`config.mk`:
```
export PLATFORM = sky130hd
export DESIGN_NAME = arbu_ctrl
export DESIGN_NICKNAME = d
export VERILOG_FILES = /design/src/rtl/arbu_pkg.sv /design/src/rtl/arbu_ctrl.sv
export SDC_FILE = /design/constraint.sdc
export NUM_CORES = 1
export LEC_CHECK = 0
export BUFFER_PORTS_ARGS = -buffer_cell sky130_fd_sc_hd__buf_2
export CORE_AREA = 2 2 39 41
export DETAILED_ROUTE_END_ITERATION = 10
export DIE_AREA = 0 0 41 43
export PLACE_DENSITY = 0.45
export SLEW_MARGIN = 20
export SYNTH_ARGS = -nofsm -noshare
export SYNTH_HDL_FRONTEND = slang
export SYNTH_SLANG_ARGS = --single-unit
```
`constraint.sdc`:
```
create_clock -name clk -period 1.17 [get_ports clk]
set_input_delay 0.0585 -clock clk [delete_from_list [all_inputs] [get_ports clk]]
set_output_delay 0.0585 -clock clk [all_outputs]
set_load 0.005 [all_outputs]
```
`src/rtl/arbu_pkg.sv`:
```
// shared types, constants and helpers for the audio ring buffer upsampler
// no dependencies
`timescale 1ns / 1ps
`default_nettype none

package arbu_pkg;

  // default sizes
  localparam int DEF_RING_DEPTH    = 32768;
  localparam int DEF_CHUNK_SAMPLES = 256;

  // fixed field widths
  localparam int OP_W      = 2;
  localparam int SAMPLE_W  = 16;
  localparam int WORD_W    = 2 * SAMPLE_W;
  localparam int UNITS_W   = 15;
  localparam int CFG_W     = 16;
  localparam int CFG_IDX_W = 3;
  localparam int RUN_W     = 4;
  localparam int SPOS_W    = 15;
  localparam int LWL_W     = 16;
  localparam int RUN_CNT_W = 3;

  localparam logic [RUN_W-1:0] MAX_RUN = 4'd8;
  localparam logic [RUN_W-1:0] MIN_RUN = 4'd1;

  // register reset values
  localparam logic [CFG_W-1:0]  RST_RING_LENGTH = 16'd19200;
  localparam logic [LWL_W-1:0]  RST_LOW_WATER   = 16'd4800;
  localparam logic [RUN_W-1:0]  RST_REPEAT      = 4'd1;
  localparam logic [RUN_W-1:0]  RST_FIRST_RUN   = 4'd1;
  localparam logic              RST_SYNC_EN     = 1'b0;
  localparam logic [SPOS_W-1:0] RST_SYNC_POS    = 15'd4608;

  typedef enum logic [CFG_IDX_W-1:0] {
    REG_RING_LENGTH = 3'd0,
    REG_LOW_WATER   = 3'd1,
    REG_REPEAT      = 3'd2,
    REG_FIRST_RUN   = 3'd3,
    REG_SYNC_EN     = 3'd4,
    REG_SYNC_POS    = 3'd5
  } cfg_reg_t;

  typedef enum logic [OP_W-1:0] {
    OP_PUSH  = 2'd0,
    OP_POP   = 2'd1,
    OP_QUERY = 2'd2
  } op_t;

  typedef enum logic [2:0] {
    S_CLEAR,
    S_IDLE,
    S_WRITE,
    S_SYNC,
    S_READ,
    S_SUM,
    S_OCC,
    S_DONE
  } state_t;

  typedef struct packed {
    logic clear;
    logic capture;
    logic write;
    logic sync;
    logic read;
    logic sum;
    logic occ;
    logic load;
  } cmd_t;

  typedef struct packed {
    logic clear_done;
    logic run_last;
    logic out_busy;
  } status_t;

  // out-of-range run lengths fold into 1..8
  function automatic logic [RUN_W-1:0] eff_run(input logic [RUN_W-1:0] r);
    logic [RUN_W-1:0] v;
    v = r;
    if (r == '0) begin
      v = MIN_RUN;
    end else if (r > MAX_RUN) begin
      v = MAX_RUN;
    end
    return v;
  endfunction

endpackage

`default_nettype wire

```
`src/rtl/arbu_ctrl.sv`:
```
// sequencer: clearing pass, push run, pop and query steps, result hand-off
// depends on arbu_pkg
`timescale 1ns / 1ps
`default_nettype none

module arbu_ctrl (
  input  wire logic                     clk,
  input  wire logic                     rst_n,
  input  wire logic                     in_valid,
  input  wire logic [arbu_pkg::OP_W-1:0] in_opcode,
  output logic                          in_stall,
  input  wire arbu_pkg::status_t        status,
  output arbu_pkg::cmd_t                cmd
);
  import arbu_pkg::*;

  state_t state_r;
  state_t state_nxt;

  always_ff @(posedge clk) begin
    if (!rst_n) begin
      state_r <= S_CLEAR;
    end else begin
      state_r <= state_nxt;
    end
  end

  always_comb begin
    state_nxt = state_r;
    cmd       = '0;
    in_stall  = 1'b1;
    unique case (state_r)
      S_CLEAR: begin
        cmd.clear = 1'b1;
        if (status.clear_done) begin
          state_nxt = S_IDLE;
        end
      end
      S_IDLE: begin
        in_stall = 1'b0;
        if (in_valid) begin
          cmd.capture = 1'b1;
          unique case (op_t'(in_opcode))
            OP_PUSH:  state_nxt = S_WRITE;
            OP_POP:   state_nxt = S_READ;
            OP_QUERY: state_nxt = S_SUM;
            default:  state_nxt = S_DONE;
          endcase
        end
      end
      S_WRITE: begin
        cmd.write = 1'b1;
        if (status.run_last) begin
          state_nxt = S_SYNC;
        end
      end
      S_SYNC: begin
        cmd.sync  = 1'b1;
        state_nxt = S_DONE;
      end
      S_READ: begin
        cmd.read  = 1'b1;
        state_nxt = S_SUM;
      end
      S_SUM: begin
        cmd.sum   = 1'b1;
        state_nxt = S_OCC;
      end
      S_OCC: begin
        cmd.occ   = 1'b1;
        state_nxt = S_DONE;
      end
      S_DONE: begin
        // wait until the output register can take the result
        if (!status.out_busy) begin
          cmd.load  = 1'b1;
          state_nxt = S_IDLE;
        end
      end
      default: state_nxt = S_CLEAR;
    endcase
  end

endmodule

`default_nettype wire

```
==> impl_metrics.csv <==
group,metric,value,unit
global_routing,overflow,0,
job,cap_violations,0,
placement,portBuffers,16,
pwr,powerDensity,1070,nW/µm²
clock_tree,cts_tree,"yes",
logic_synthesis,synthCells,33,
status,outcome,"completed",
sta,slew_headroom,0.839,
clock_tree,cts.sinks,3,
global_routing,grt_start_max_net_pins,8,
clock_tree,holdBufCountCts,0,
critical_path,arrival,1.11,ns
critical_path,r2r-end,"state_r[0]$_SDFFE_PN0P_",
die,io_pins,17,
global_routing,antenna_found_initial,0,
clock_tree,clockBufferDepth,2,
routing,wl,710,µm
logic_synthesis,yosysTopAreaCellShare,0.232,
die,rows,14,
logic_synthesis,synth_common_cells,"5 x nor3_1, 4 x inv_1, 3 x dfxtp_1, 3 x ha_1, 3 x o21ai_0",
critical_path,r2r-start,"state_r[1]$_SDFFE_PN0P_",
sta,min_period_over_period,0.995,
critical_path,start_kind,"register",
clock_tree,root_buffer,"clkbuf_4",
routing,viasPerCell,4.21,
sta,fin_tns_setup,0,ns
critical_path,crit_path_start,"state_r[1]$_SDFFE_PN0P_",
clock_tree,cts_buffers,3,
critical_path,ff2ff_path_depth,3,
clock_tree,path_clk_slew,0.04,ns
sta,worst_slack,0.00584,ns
finish,largest_reg_flops,3,
pwr,total_power,450,µW
critical_path,endpoint,"cmd[6]",
logic_synthesis,syn_avg_cell_area,7.85,µm²
logic_synthesis,yosys-top-cells-area,"dfxtp_1 23%, ha_1 14%, nor3_1 9.7%",
critical_path,end_kind,"output port",
critical_path,required,1.11,ns
logic_synthesis,synth_top_area_cell,"dfxtp_1",
sta,setup_viol,0,
logic_synthesis,syn_area,259,µm²
global_routing,first_global_vias,283,
routing,firstDrtPassIters,1,
logic_synthesis,seq_area_frac_synth,0.232,
critical_path,critPathMaxFanout,6,
sta,min_period,1.16,ns
sta,fmax,859,MHz
die,design.core.area,1380,µm²
finish,nets,67,
routing,drc,0,
logic_synthesis,synth-edff-count,0,
placement,place_area,377,µm²
clock_tree,htree_levels,1,
routing,final_antenna_net_count,0,
logic_synthesis,synth_seq_cells,3,
placement,gp_congestion,0.654,
finish,fin_cells,71,
routing,via_count,299,
logic_synthesis,synth.distinct_cells,17,
sta,drv_slew,0,
sta,skew,0.00238,ns
finish,max_flop_register,"state_r",
hold_path,min_path_type,"input pin to register",
pwr,ir_drop,311,µV
finish,area_growth,62.8,%
placement,post-place-ws,0.116,ns
hold_path,hold_depth,2,
sta,rsz0062_at_grt,"true",
logic_synthesis,ys_warn_count,0,
critical_path,worstSetupPathType,"register to output port",
pwr,p_leak,0.214,nW
routing,wl_per_cell,10.0,µm
clock_tree,clk_latency,0.23,ns
die,start_util,0.187,
logic_synthesis,synthFlopType,"dfxtp_1",
die,die_height,43,µm
finish,layout-drive-gt1-share,0.491,
global_routing,grt_pass1_wl,1.07,mm
logic_synthesis,synth_async_sr_flop_share,0,
sta,worstMarginPinSlew,0.239,ns
finish,top_regs,"state_r (3)",
placement,dp_cells,67,
global_routing,gr-usage-all-layers,0.0902,
placement,hpwl,556,µm
logic_synthesis,synth.most_common_cell,"nor3_1",
sta,hold_viol_final,0,
die,die-area,1760,µm²
finish,final_cell_area,422,µm²
finish,antenna_cells,0,
logic_synthesis,synth_nets,44,
die,die_x,41,µm
critical_path,r2r_slack,0.03,ns
routing,drtIter0Drc,0,
-- metrics by stage --
stage	hold WS, ns	util
global placement	0.327	0.272
floorplan	0.151	-
CTS	0.0759	0.300
detailed placement	0.324	0.272
finish	0.0819	0.305
global route	0.100	0.305
-- worst min path at each step --
stage	to	slack (ns)	from
global route	state_r[0]$_SDFFE_PN0P_	0.10	rst_n
CTS	state_r[0]$_SDFFE_PN0P_	0.08	rst_n
detailed placement	state_r[0]$_SDFFE_PN0P_	0.32	rst_n
floorplan	cmd[0]	0.15	status[0]
finish	state_r[0]$_SDFFE_PN0P_	0.08	rst_n
global placement	state_r[0]$_SDFFE_PN0P_	0.33	rst_n
-- placed cells by master, fill, tap and decap left out --
cell type	count
buf_2	15
nor3_1	5
inv_1	4
o21ai_0	3
ha_1	3
clkbuf_4	3
nand2_1	2
nor2b_1	2
a21oi_1	2
buf_6	2
buf_4	2
dfxtp_1	2
and2b_4	1
and2_1	1
and3_4	1
nor2_1	1
mux2_4	1
nor3b_1	1
o311a_1	1
o31ai_2	1
clkbuf_1	1
dfxtp_4	1
-- cell type report --
class,count,area (µm²)
Fill cell,164,962
Multi-Input combinational cell,25,184
Timing Repair Buffer,19,113
Sequential cell,3,63.8
Clock buffer,4,26.3
Tap cell,16,20.0
Inverter,4,15.0
-- repair_timing --
item                       in CTS  in global routing
buffers inserted                1                  0
setup endpoints to repair       3                  3
pin swaps                       1                  0
gates resized for setup         3                  2
-- layer usage --
metal | GRT usage | vias to the layer above | routed length [µm]
li1 | - | 157 | -
met1 | 0.112 | 128 | 315
met2 | 0.125 | 12 | 320
met3 | 0.0157 | 2 | 69
met4 | 0.0800 | 0 | 6
met5 | 0 | - | 0
-- cells by family after synthesis --
family	Yosys count	share of synthesized area
AO/OA/AOI/OAI	7	0.184
buffers and inverters	5	0.0773
AND/OR/NAND/NOR	14	0.304
adder cells (fa/ha/maj)	3	0.145
multiplexers	1	0.0580
flip-flops	3	0.232
-- where the power goes --
group | switching, mW | internal (mW)
registers | 0.00960 | 0.114
logic | 0.0661 | 0.0790
clock network | 0.0534 | 0.128
-- critical path, stage by stage, from the launching register on --
cell and delay (ns):
dfxtp_4 0.35, and2b_4 0.26, and3_4 0.18, buf_6 0.09
No activity file was read; power rests on OpenSTA's default activity.
