**config.mk**
```make
export PLATFORM = sky130hd
export DESIGN_NAME = arbu_cfg
export DESIGN_NICKNAME = d
export VERILOG_FILES = /design/src/rtl/arbu_pkg.sv /design/src/rtl/arbu_cfg.sv
export SDC_FILE = /design/constraint.sdc
export NUM_CORES = 1
export LEC_CHECK = 0
export BUFFER_PORTS_ARGS = -buffer_cell sky130_fd_sc_hd__buf_4
export CAP_MARGIN = 20
export CORE_ASPECT_RATIO = 2
export CORE_MARGIN = 2
export CORE_UTILIZATION = 40
export DETAILED_ROUTE_END_ITERATION = 16
export PLACE_DENSITY = 0.66
export SLEW_MARGIN = 20
export SYNTH_ARGS = -nofsm -noshare
export SYNTH_HDL_FRONTEND = slang
export SYNTH_SLANG_ARGS = --single-unit
export TNS_END_PERCENT = 10
```
**constraint.sdc**
```tcl
create_clock -name clk -period 2.2 [get_ports clk]
set_clock_uncertainty 0.1 [all_clocks]
set_input_delay 0.44 -clock clk [delete_from_list [all_inputs] [get_ports clk]]
set_output_delay 0.44 -clock clk [all_outputs]
set_load 0.005 [all_outputs]
```
**src/rtl/arbu_pkg.sv**
```systemverilog
// shared types, constants and helpers for the audio ring buffer upsampler
// no dependencies
`timescale 1ns / 1ps
`default_nettype none

package arbu_pkg;

  // default sizes
  localparam int DEF_RING_DEPTH    = 32768;
  localparam int DEF_CHUNK_SAMPLES = 256;

  // fixed field widths
  localparam int OP_W      = 2;
  localparam int SAMPLE_W  = 16;
  localparam int WORD_W    = 2 * SAMPLE_W;
  localparam int UNITS_W   = 15;
  localparam int CFG_W     = 16;
  localparam int CFG_IDX_W = 3;
  localparam int RUN_W     = 4;
  localparam int SPOS_W    = 15;
  localparam int LWL_W     = 16;
  localparam int RUN_CNT_W = 3;

  localparam logic [RUN_W-1:0] MAX_RUN = 4'd8;
  localparam logic [RUN_W-1:0] MIN_RUN = 4'd1;

  // register reset values
  localparam logic [CFG_W-1:0]  RST_RING_LENGTH = 16'd19200;
  localparam logic [LWL_W-1:0]  RST_LOW_WATER   = 16'd4800;
  localparam logic [RUN_W-1:0]  RST_REPEAT      = 4'd1;
  localparam logic [RUN_W-1:0]  RST_FIRST_RUN   = 4'd1;
  localparam logic              RST_SYNC_EN     = 1'b0;
  localparam logic [SPOS_W-1:0] RST_SYNC_POS    = 15'd4608;

  typedef enum logic [CFG_IDX_W-1:0] {
    REG_RING_LENGTH = 3'd0,
    REG_LOW_WATER   = 3'd1,
    REG_REPEAT      = 3'd2,
    REG_FIRST_RUN   = 3'd3,
    REG_SYNC_EN     = 3'd4,
    REG_SYNC_POS    = 3'd5
  } cfg_reg_t;

  typedef enum logic [OP_W-1:0] {
    OP_PUSH  = 2'd0,
    OP_POP   = 2'd1,
    OP_QUERY = 2'd2
  } op_t;

  typedef enum logic [2:0] {
    S_CLEAR,
    S_IDLE,
    S_WRITE,
    S_SYNC,
    S_READ,
    S_SUM,
    S_OCC,
    S_DONE
  } state_t;

  typedef struct packed {
    logic clear;
    logic capture;
    logic write;
    logic sync;
    logic read;
    logic sum;
    logic occ;
    logic load;
  } cmd_t;

  typedef struct packed {
    logic clear_done;
    logic run_last;
    logic out_busy;
  } status_t;

  // out-of-range run lengths fold into 1..8
  function automatic logic [RUN_W-1:0] eff_run(input logic [RUN_W-1:0] r);
    logic [RUN_W-1:0] v;
    v = r;
    if (r == '0) begin
      v = MIN_RUN;
    end else if (r > MAX_RUN) begin
      v = MAX_RUN;
    end
    return v;
  endfunction

endpackage

`default_nettype wire

```
**src/rtl/arbu_cfg.sv**
```systemverilog
// configuration registers with range clamping of length and run counts
// depends on arbu_pkg
`timescale 1ns / 1ps
`default_nettype none

module arbu_cfg #(
  parameter int RING_DEPTH = arbu_pkg::DEF_RING_DEPTH,
  parameter int LEN_W      = $clog2(RING_DEPTH + 1)
) (
  input  wire logic                          clk,
  input  wire logic                          rst_n,
  input  wire logic                          cfg_we,
  input  wire logic [arbu_pkg::CFG_IDX_W-1:0] cfg_index,
  input  wire logic [arbu_pkg::CFG_W-1:0]     cfg_wdata,
  output logic      [LEN_W-1:0]               len,
  output logic      [arbu_pkg::LWL_W-1:0]     low_water_lvl,
  output logic      [arbu_pkg::RUN_W-1:0]     repeat_runs,
  output logic      [arbu_pkg::RUN_W-1:0]     first_runs,
  output logic                                sync_en,
  output logic      [arbu_pkg::SPOS_W-1:0]    sync_pos
);
  import arbu_pkg::*;

  localparam int RL_W = (LEN_W > CFG_W) ? LEN_W : CFG_W;

  logic [CFG_W-1:0]  ring_length_r;
  logic [LWL_W-1:0]  low_water_r;
  logic [RUN_W-1:0]  repeat_r;
  logic [RUN_W-1:0]  first_run_r;
  logic              sync_en_r;
  logic [SPOS_W-1:0] sync_pos_r;
  logic [RL_W-1:0]   rl;

  always_ff @(posedge clk) begin
    if (!rst_n) begin
      ring_length_r <= RST_RING_LENGTH;
      low_water_r   <= RST_LOW_WATER;
      repeat_r      <= RST_REPEAT;
      first_run_r   <= RST_FIRST_RUN;
      sync_en_r     <= RST_SYNC_EN;
      sync_pos_r    <= RST_SYNC_POS;
    end else if (cfg_we) begin
      unique case (cfg_reg_t'(cfg_index))
        REG_RING_LENGTH: ring_length_r <= cfg_wdata;
        REG_LOW_WATER:   low_water_r   <= cfg_wdata[LWL_W-1:0];
        REG_REPEAT:      repeat_r      <= cfg_wdata[RUN_W-1:0];
        REG_FIRST_RUN:   first_run_r   <= cfg_wdata[RUN_W-1:0];
        REG_SYNC_EN:     sync_en_r     <= cfg_wdata[0];
        REG_SYNC_POS:    sync_pos_r    <= cfg_wdata[SPOS_W-1:0];
        default: ;
      endcase
    end
  end

  // length clamped to 2..RING_DEPTH
  always_comb begin
    rl = RL_W'(ring_length_r);
    if (rl < RL_W'(2)) begin
      rl = RL_W'(2);
    end else if (rl > RL_W'(RING_DEPTH)) begin
      rl = RL_W'(RING_DEPTH);
    end
  end

  assign len           = LEN_W'(rl);
  assign low_water_lvl = low_water_r;
  assign repeat_runs   = eff_run(repeat_r);
  assign first_runs    = eff_run(first_run_r);
  assign sync_en       = sync_en_r;
  assign sync_pos      = sync_pos_r;

endmodule

`default_nettype wire

```
==> impl_results.md, run 1 <==
- TritonCTS clock tree: built
- RSZ-0062 raised after global routing: true
- Synth Warn #: 0
- Routability cong.: 0.796
- Top-count cell post-synth: nand2_1
- Post-synth EDFFs: 0
- Register area share after synthesis: 0.476
- Initial antenna violation count: 0
- Ratio of cells with drive above 1 in the final layout: 0.276
- Synthesis-stage register bit count: 56
- Reg2Reg Depth: 3
- Global-route wire length before repair: 9970 um
- DRT iter0 DRCs: 75
- Tcrit/Tclk final: 0.945
- Hold_ws: 280 ps
- Vias per Instance: 5.10
- H-tree levels: 2
- Dominant cell type by area after synthesis: dfxtp_1
- Final ANT Viol Nets: 0
- Vias: 2,087
- CTS Root Cell: clkbuf_16
- HP Class: input pin to flop
- Post-DP HPWL: 4430 um
- Ys async rst share: 0
- Core area: 5710 um^2
- CP Max Fanout: 3
- Hold path depth: 3
- Max-slew headroom: 0.632
- Post-synth top cells: nand2_1 (96), dfxtp_1 (56), a21boi_0 (25), nor2b_1 (24), a21boi_1 (12)
- Max-cap violations: 0
- Post-Route WL: 6200 um
- Distinct cells, synth: 26
- All-layer global routing usage: 0.201
- Final core occ: 0.555
- DIE AREA: 6550 um^2
- Syn_nets: 302
- Post-Syn Instances: 280
- Fin crit period: 2080 ps
- Tightest Pin Transition: 551 ps
- PwrDens: 707 nW/um^2
- Cell Area, Synth: 2350 um^2
- Final Max Tran Viols: 0
- Data required, critical path: 1660 ps
- Placed Area: 2940 um^2
- Top-area cell type share of the netlist area: 0.476
- DRC viols: 0
- CTS max path bufs: 2
- Final hold vios: 0
- Die H: 112 um
- Initial Util: 0.412
- # nets final: 370
- Row count: 39
- Mean Syn Cell Area: 8.41 um^2
- Clk slew on worst S/H paths: 70 ps
- Clk Latency, worst-skew pair: 290 ps
- Clock sinks: 56
- Wirelength per Cell: 15.2 um
- Worst vdd ir: 0.000653 V
- Post-CTS Setup Bufs: 0
- Final setup violation count: 0
- Most common flop cell mapped by yosys: dfxtp_1
- Layout area overhead: 34.6%
- Final Instance Area: 3170 um^2
- Die X: 58.2 um
- FMAX: 481 MHz
- Hold_buf cts: 0
- WS Path Type: flop to primary output
- Largest net degree at the start of global routing: 57
- Synth top area cells: dfxtp_1 (48%), nand2_1 (15%), a21boi_0 (8.0%), nor2b_1 (6.4%), mux2i_1 (3.8%)
- I/O Buffers: 77
- Setup crit start kind: flop
- N_diodes: 0
- # IOs: 78
- Crit path DAT: 1540 ps
- Lkg Pwr: 1.35 nW
- 1st-pass router iterations: 4
- Vias in the first global route: 1,985
- Status: complete, no violations
- Number of buffers created by CTS: 5
- Kind of end point of the critical path: primary output
- Final Power: 0.00224 W
- Gr ovfl total: 0
[per-layer routing]
layer	wire length (um)	global-route usage	vias to the layer above
met2	3410	0.347	60
li1	-	-	1047
met4	146	0.0868	0
met3	259	0.0369	9
met5	0	0	-
met1	2390	0.234	971
[state kept, by name, indices dropped and copies added (netlist names)]
name           flops
first_run_r        4
sync_en            1
ring_length_r     16
sync_pos          15
repeat_r           4
low_water_lvl     16
[worst paths after layout]
path,startpoint,endpoint,slack [ps]
min reg2reg,low_water_lvl[14],low_water_lvl[14],350
min,cfg_wdata[9],sync_pos[9],280
max,ring_length_r[7],len[0],120
max reg2reg,ring_length_r[15],ring_length_r[15],1300
[repair_timing]
| action | 4_1_cts | 5_1_grt |
|---|---|---|
| setup endpoints to repair | 8 | 8 |
| gates resized for setup | 3 | 2 |
| pin swaps | 0 | 1 |
| cloned | 0 | 0 |
[through the flow]
| stage | std cells | setup WS, ps | setup TNS [ps] |
|---|---|---|---|
| finish | 409 | 121 | 0 |
| CTS | 409 | 24.0 | 0 |
| detailed placement | 402 | 131 | 0 |
| floorplan | 280 | 525 | 0 |
| global placement | 402 | 192 | 0 |
| global route | 409 | -22.6 | -22.6 |
[layout by cell type (no fill, tap or decap), types with 2 or more instances in the layout]
master     instances
dfxtp_1           56
inv_1              2
nor2b_1           24
mux2i_1            9
nor2_1             7
nand4b_1           2
buf_4             83
a21boi_0          25
and4bb_2           2
a21boi_1          12
bufinv_16          2
clkbuf_16          5
nand3_1           10
nand2_1           96
nor4_4             2
[critical path, stage by stage, from the launching register on]
cell and delay (ps):
dfxtp_1 340, nor4_4 350, nand4_1 160, o211a_1 260, buf_4 140
[power by group]
| part | internal [W] | total [W] | leakage (nW) | switching [W] |
|---|---|---|---|---|
| clock network | 0.000646 | 0.000994 | 0.0899 | 0.000348 |
| logic | 0.0000982 | 0.000191 | 0.804 | 0.0000923 |
| registers | 0.00104 | 0.00105 | 0.454 | 0.0000173 |
[logic make-up (layout without fill, tap and decap cells)]
group	count (synthesis)	count (layout)	synth area share
buffers and inverters	24	92	0.0494
AO/OA/AOI/OAI	40	40	0.128
multiplexers	9	9	0.0383
flip-flops	56	56	0.476
AND/OR/NAND/NOR	151	151	0.308
[layout make-up]
cell class                 instances  area [um^2]
clock inverter                     2         60.1
timing repair buffer              83          623
tap                               61         76.3
clock buffer                       5          125
fill                             557         2540
sequential                        56         1120
inverter                           2         7.51
multi-input combinational        200         1150
Power figures use the tool's default switching activity.
==> inputs of run 2 (changes only) <==
==> constraint.sdc (replaced) <==
create_clock -name clk -period 1.95 [get_ports clk]
set_clock_uncertainty 0.1 [all_clocks]
set_input_delay 0.39 -clock clk [delete_from_list [all_inputs] [get_ports clk]]
set_output_delay 0.39 -clock clk [all_outputs]
set_load 0.005 [all_outputs]
==> run 2 against run 1 <==
Net effect: the flow now finishes with violations (setup timing); die area stayed put; sequential cell count stayed put; non-clock buffer count is 4 higher; clock-buffer cell count is 1 higher; worst setup slack worse by 240 ps; wire length is 0.29% lower; design area is 1.6% higher; hold slack worse by 53 ps; clock power is 7.5% lower.
==> impl_results.md, run 2 (same netlist as run 1, synthesis figures left out) <==
- Status: complete, but fails checks
- Failing checks: setup timing
- N_diodes: 0
- Vias: 2,096
- FMAX: 482 MHz
- Row count: 39
- Most frequent cells in the layout: nand2_1 (96), buf_4 (85), dfxtp_1 (53)
- Die H: 112 um
- CTS max path bufs: 2
- I/O Buffers: 77
- Most common cell after layout, fill and taps aside: nand2_1
- Post-Route WL: 6180 um
- Power Internal: 0.00180 W
- Combinational power share: 0.095
- Pre-CTS setup slack: 84.0 ps
- Crit-path slowest cell: dfxtp_2
- DIE AREA: 6550 um^2
- Largest net degree at the start of global routing: 57
- Clock power share: 0.394
- Max-cap violations: 0
- Vias per Instance: 5.06
- Wirelength per Cell: 14.9 um
- # IOs: 78
- Fillers: 540
- Kind of end point of the critical path: primary output
- Crit path DAT: 1580 ps
- Clk slew on worst S/H paths: 70 ps
- Reg power frac: 0.511
- CP Max Fanout: 2
- Reg2Reg Depth: 3
- DRT iter0 DRCs: 76
- Clk Latency, worst-skew pair: 290 ps
- Global-route wire length before repair: 10,000 um
- DRC viols: 0
- Initial Util: 0.412
- Ratio of cells with drive above 1 in the final layout: 0.300
- # nets final: 374
- Final hold vios: 0
- Routability cong.: 0.838
- Data required, critical path: 1460 ps
- Initial antenna violation count: 0
- TritonCTS clock tree: built
- Number of buffers created by CTS: 5
- Max-slew headroom: 0.678
- Gr ovfl total: 0
- Placed Area: 2980 um^2
- Tightest Pin Transition: 483 ps
- Final setup violation count: 8
- Tcrit/Tclk final: 1.06
- CTS Root Cell: clkbuf_16
- NetSw: 0.000533 W
- Die X: 58.2 um
- Lkg Pwr: 1.35 nW
- Final ANT Viol Nets: 0
- RSZ-0062 raised after global routing: true
- Hold path depth: 3
- Peak per-stage delay on the critical path: 340 ps
- Setup crit start kind: flop
- Post-DP HPWL: 4490 um
- Final Max Tran Viols: 0
- Layout area overhead: 36.7%
- Vias in the first global route: 2,057
- Worst vdd ir: 0.000656 V
- Multi-input gate area: 1180 um^2
- FF+latch area: 1120 um^2
- Final Instance Area: 3220 um^2
- Sw Ratio: 0.229
- Final core occ: 0.563
- Core area: 5710 um^2
- H-tree levels: 2
- PwrDens: 725 nW/um^2
- HP Class: input pin to flop
- Worst setup margin: -123 ps
- Hold_buf cts: 0
- Fin crit period: 2070 ps
- All-layer global routing usage: 0.201
- Setup_tns: -507 ps
- Clock sinks: 56
- WS Path Type: flop to primary output
- CP cell instances: nor4_4, buf_4, nand4_1, o211a_1, buf_6
- 1st-pass router iterations: 4
-- run 2: path summary, 6_finish.rpt --
check	slack, ps	start	endpoint
worst max register to register	1060	ring_length_r[15]	ring_length_r[15]
worst min register to register	360	low_water_lvl[14]	low_water_lvl[14]
worst max-delay path	-120	ring_length_r[11]	len[0]
worst min-delay path	230	cfg_wdata[9]	sync_pos[9]
-- run 2: worst max-delay path: cells and delay by family, from the launching register on --
family / cells / cell delay [ps]
and+or+nand+nor: 2 / 390
DFF: 1 / 340
buffers and inverters: 2 / 300
AOI/OAI and AO/OA: 1 / 270
-- run 2: per-stage QoR --
step	hold WS [ps]	total power, W	std cells
after floorplan	342	0.00131	280
after global placement	343	0.00143	405
after detailed placement	351	0.00143	405
after CTS	222	0.00235	414
after global routing	244	0.00242	414
final	226	0.00233	414
-- run 2: cell type report --
| class | count | share of cell area |
|---|---|---|
| Multi-Input combinational cell | 200 | 0.368 |
| Sequential cell | 56 | 0.350 |
| Timing Repair Buffer | 87 | 0.208 |
| Clock buffer | 6 | 0.0432 |
| Tap cell | 61 | 0.0237 |
| Clock inverter | 2 | 0.00467 |
| Inverter | 2 | 0.00233 |
-- run 2: repair_timing --
| item | in CTS | in global routing |
|---|---|---|
| setup buffers | 1 | 0 |
| pin swaps | 3 | 1 |
| gates resized for setup | 10 | 3 |
| endpoints found under the setup margin | 8 | 8 |
-- run 2: per-layer routing --
metal | global-route usage | wire length (um) | up-vias
li1 | - | - | 1059
met1 | 0.222 | 2370 | 959
met2 | 0.358 | 3360 | 64
met3 | 0.0288 | 232 | 14
met4 | 0.105 | 214 | 0
met5 | 0 | 0 | -
-- run 2: power by group through the flow --
| stage | combinational [W] | clock [W] | sequential (W) |
|---|---|---|---|
| floorplan | 0.0000982 | 0 | 0.00121 |
| global placement | 0.000216 | 0 | 0.00121 |
| detailed placement | 0.000217 | 0 | 0.00121 |
| CTS | 0.000224 | 0.000939 | 0.00119 |
| global route | 0.000244 | 0.000979 | 0.00119 |
| finish | 0.000221 | 0.000919 | 0.00119 |
==> inputs of run 3 (changes only) <==
--- a/config.mk
+++ b/config.mk
@@ -11,7 +11,7 @@
 export CORE_MARGIN = 2
 export CORE_UTILIZATION = 40
 export DETAILED_ROUTE_END_ITERATION = 16
-export PLACE_DENSITY = 0.66
+export PLACE_DENSITY_LB_ADDON = 0.25
 export SLEW_MARGIN = 20
 export SYNTH_ARGS = -nofsm -noshare
 export SYNTH_HDL_FRONTEND = slang
==> run 3 against run 2 <==
Net effect: the run still ends with setup timing left; non-clock buffer count increased by 1; clock power grew 39%; sequential share of layout area shrank 0.35 points; register-to-register slack barely moved; combinational power about the same; wire length grew 2.1%; die area did not move; critical endpoint unchanged; largest cell class unchanged; highest routed layer unchanged.
==> impl_results.md, run 3 (same netlist as run 1, synthesis figures left out) <==
- Vias: 2,085
- Routing usage on met2: 0.373
- Hold_sp: cfg_wdata[12]
- Fin crit period: 2000 ps
- DRT iter0 DRCs: 29
- Final setup violation count: 3
- CP Max Fanout: 2
- Post-CTS Setup Bufs: 0
- Post-DP HPWL: 4670 um
- All-layer global routing usage: 0.200
- Clk slew on worst S/H paths: 70 ps
- Hold_buf cts: 0
- GRT busiest layer: met2
- DIE AREA: 6550 um^2
- Most frequent cells in the layout: nand2_1 (96), buf_4 (88), dfxtp_1 (53)
- Wirelength per Cell: 15.2 um
- Final Instance Area: 3250 um^2
- Number of buffers created by CTS: 5
- Ratio of cells with drive above 1 in the final layout: 0.302
- TritonCTS clock tree: built
- Gr ovfl total: 0
- Global-route wire length before repair: 10,100 um
- FMAX: 499 MHz
- RSZ-0062 raised after global routing: true
- Worst setup margin: -53.4 ps
- Final hold vios: 0
- Most common cell after layout, fill and taps aside: nand2_1
- # IOs: 78
- Met1 Track Usage GR: 0.210
- Capturing point of the worst reg2reg path: ring_length_r[15]
- CTS Root Cell: clkbuf_16
- Tightest Pin Transition: 483 ps
- Worst r2r src: ring_length_r[15]
- WHS Endpoint: low_water_lvl[12]
- Multi-input gate area: 1160 um^2
- Clk Latency, worst-skew pair: 290 ps
- Core area: 5710 um^2
- # nets final: 375
- Die H: 112 um
- Failing checks: setup timing
- Kind of end point of the critical path: primary output
- I/O Buffers: 77
- FF+latch area: 1120 um^2
- Routability cong.: 0.813
- Lkg Pwr: 1.39 nW
- Worst R2R Setup Slack: 1070 ps
- HP Class: input pin to flop
- Placed Area: 2980 um^2
- Reg2Reg Depth: 3
- Final Max Tran Viols: 0
- DRC viols: 0
- Setup crit start kind: flop
- Status: complete, but fails checks
- Final ANT Viol Nets: 0
- Post-Route WL: 6310 um
- H-tree levels: 2
- Tcrit/Tclk final: 1.03
- Row count: 39
- Vias per Instance: 5.02
- Pre-CTS setup slack: 98.7 ps
- Max-slew headroom: 0.678
- Die X: 58.2 um
- Initial antenna violation count: 0
- Fillers: 550
- CTS max path bufs: 2
- N_diodes: 0
- 1st-pass router iterations: 4
- Crit path DAT: 1510 ps
- WS Path Type: flop to primary output
- Hold path depth: 3
- Layout area overhead: 38.1%
- Clock sinks: 56
- Initial Util: 0.412
- Largest net degree at the start of global routing: 57
- Worst vdd ir: 0.000864 V
- Max-cap violations: 0
- Routing usage on met3: 0.0311
- PwrDens: 827 nW/um^2
- Data required, critical path: 1460 ps
- Vias in the first global route: 2,102
run 3: cell types whose count changed in the layout (fill, tap and decap cells not counted):
cell | before | now
a41oi_2 | 0 | 1
a41oi_4 | 1 | 0
buf_12 | 1 | 0
buf_4 | 85 | 88
buf_6 | 1 | 0
bufinv_16 | 0 | 3
clkbuf_8 | 1 | 0
clkinvlp_4 | 2 | 0
nor4_2 | 0 | 1
nor4_4 | 3 | 2
run 3: cell type report:
class | instances | share of cell area
Multi-Input combinational cell | 200 | 0.358
Sequential cell | 56 | 0.346
Timing Repair Buffer | 88 | 0.203
Clock buffer | 5 | 0.0385
Clock inverter | 3 | 0.0277
Tap cell | 61 | 0.0235
Inverter | 2 | 0.00231
run 3: metrics by stage:
stage	cells	setup TNS [ps]	power, W	utilization	hold WS, ps
6_report	415	-94.1	0.00269	0.569	236
5_1_grt	415	-671	0.00277	0.569	243
4_1_cts	415	-130	0.00271	0.568	231
3_5_place_dp	407	0	0.00143	0.522	353
3_3_place_gp	407	0	0.00143	0.522	344
2_1_floorplan	280	0	0.00131	-	342
run 3: worst max path at each step:
| stage | to | from | slack [ps] | cells past startpoint |
|---|---|---|---|---|
| CTS | len[9] | ring_length_r[11] | -50 | 4 |
| global placement | len[9] | ring_length_r[7] | 110 | 4 |
| finish | len[0] | ring_length_r[6] | -50 | 4 |
| global route | len[9] | ring_length_r[11] | -140 | 4 |
| floorplan | ring_length_r[11] | cfg_index[0] | 320 | 6 |
| detailed placement | len[9] | ring_length_r[7] | 100 | 4 |
run 3: power by group:
part           total [W]  switching (W)  internal (W)  leakage [nW]
sequential       0.00119      0.0000199       0.00117         0.455
clock            0.00128       0.000410      0.000866         0.104
combinational   0.000220       0.000106      0.000115         0.830
total            0.00269       0.000535       0.00215          1.39
run 3: critical path, stage by stage, from the launching register on:
cell	delay, ps
dfxtp_2	340
nor4_4	300
nand4_1	200
o211a_1	250
buf_4	130
run 3: what timing repair did:
item / in CTS / in global routing
endpoints found under the setup margin: 8 / 8
resized for setup: 8 / 2
pin swaps: 3 / 1
run 3: per-layer routing:
layer,wire length [um],share of wire
met5,0,0
met4,195,0.031
met3,241,0.038
met2,3540,0.56
met1,2330,0.37
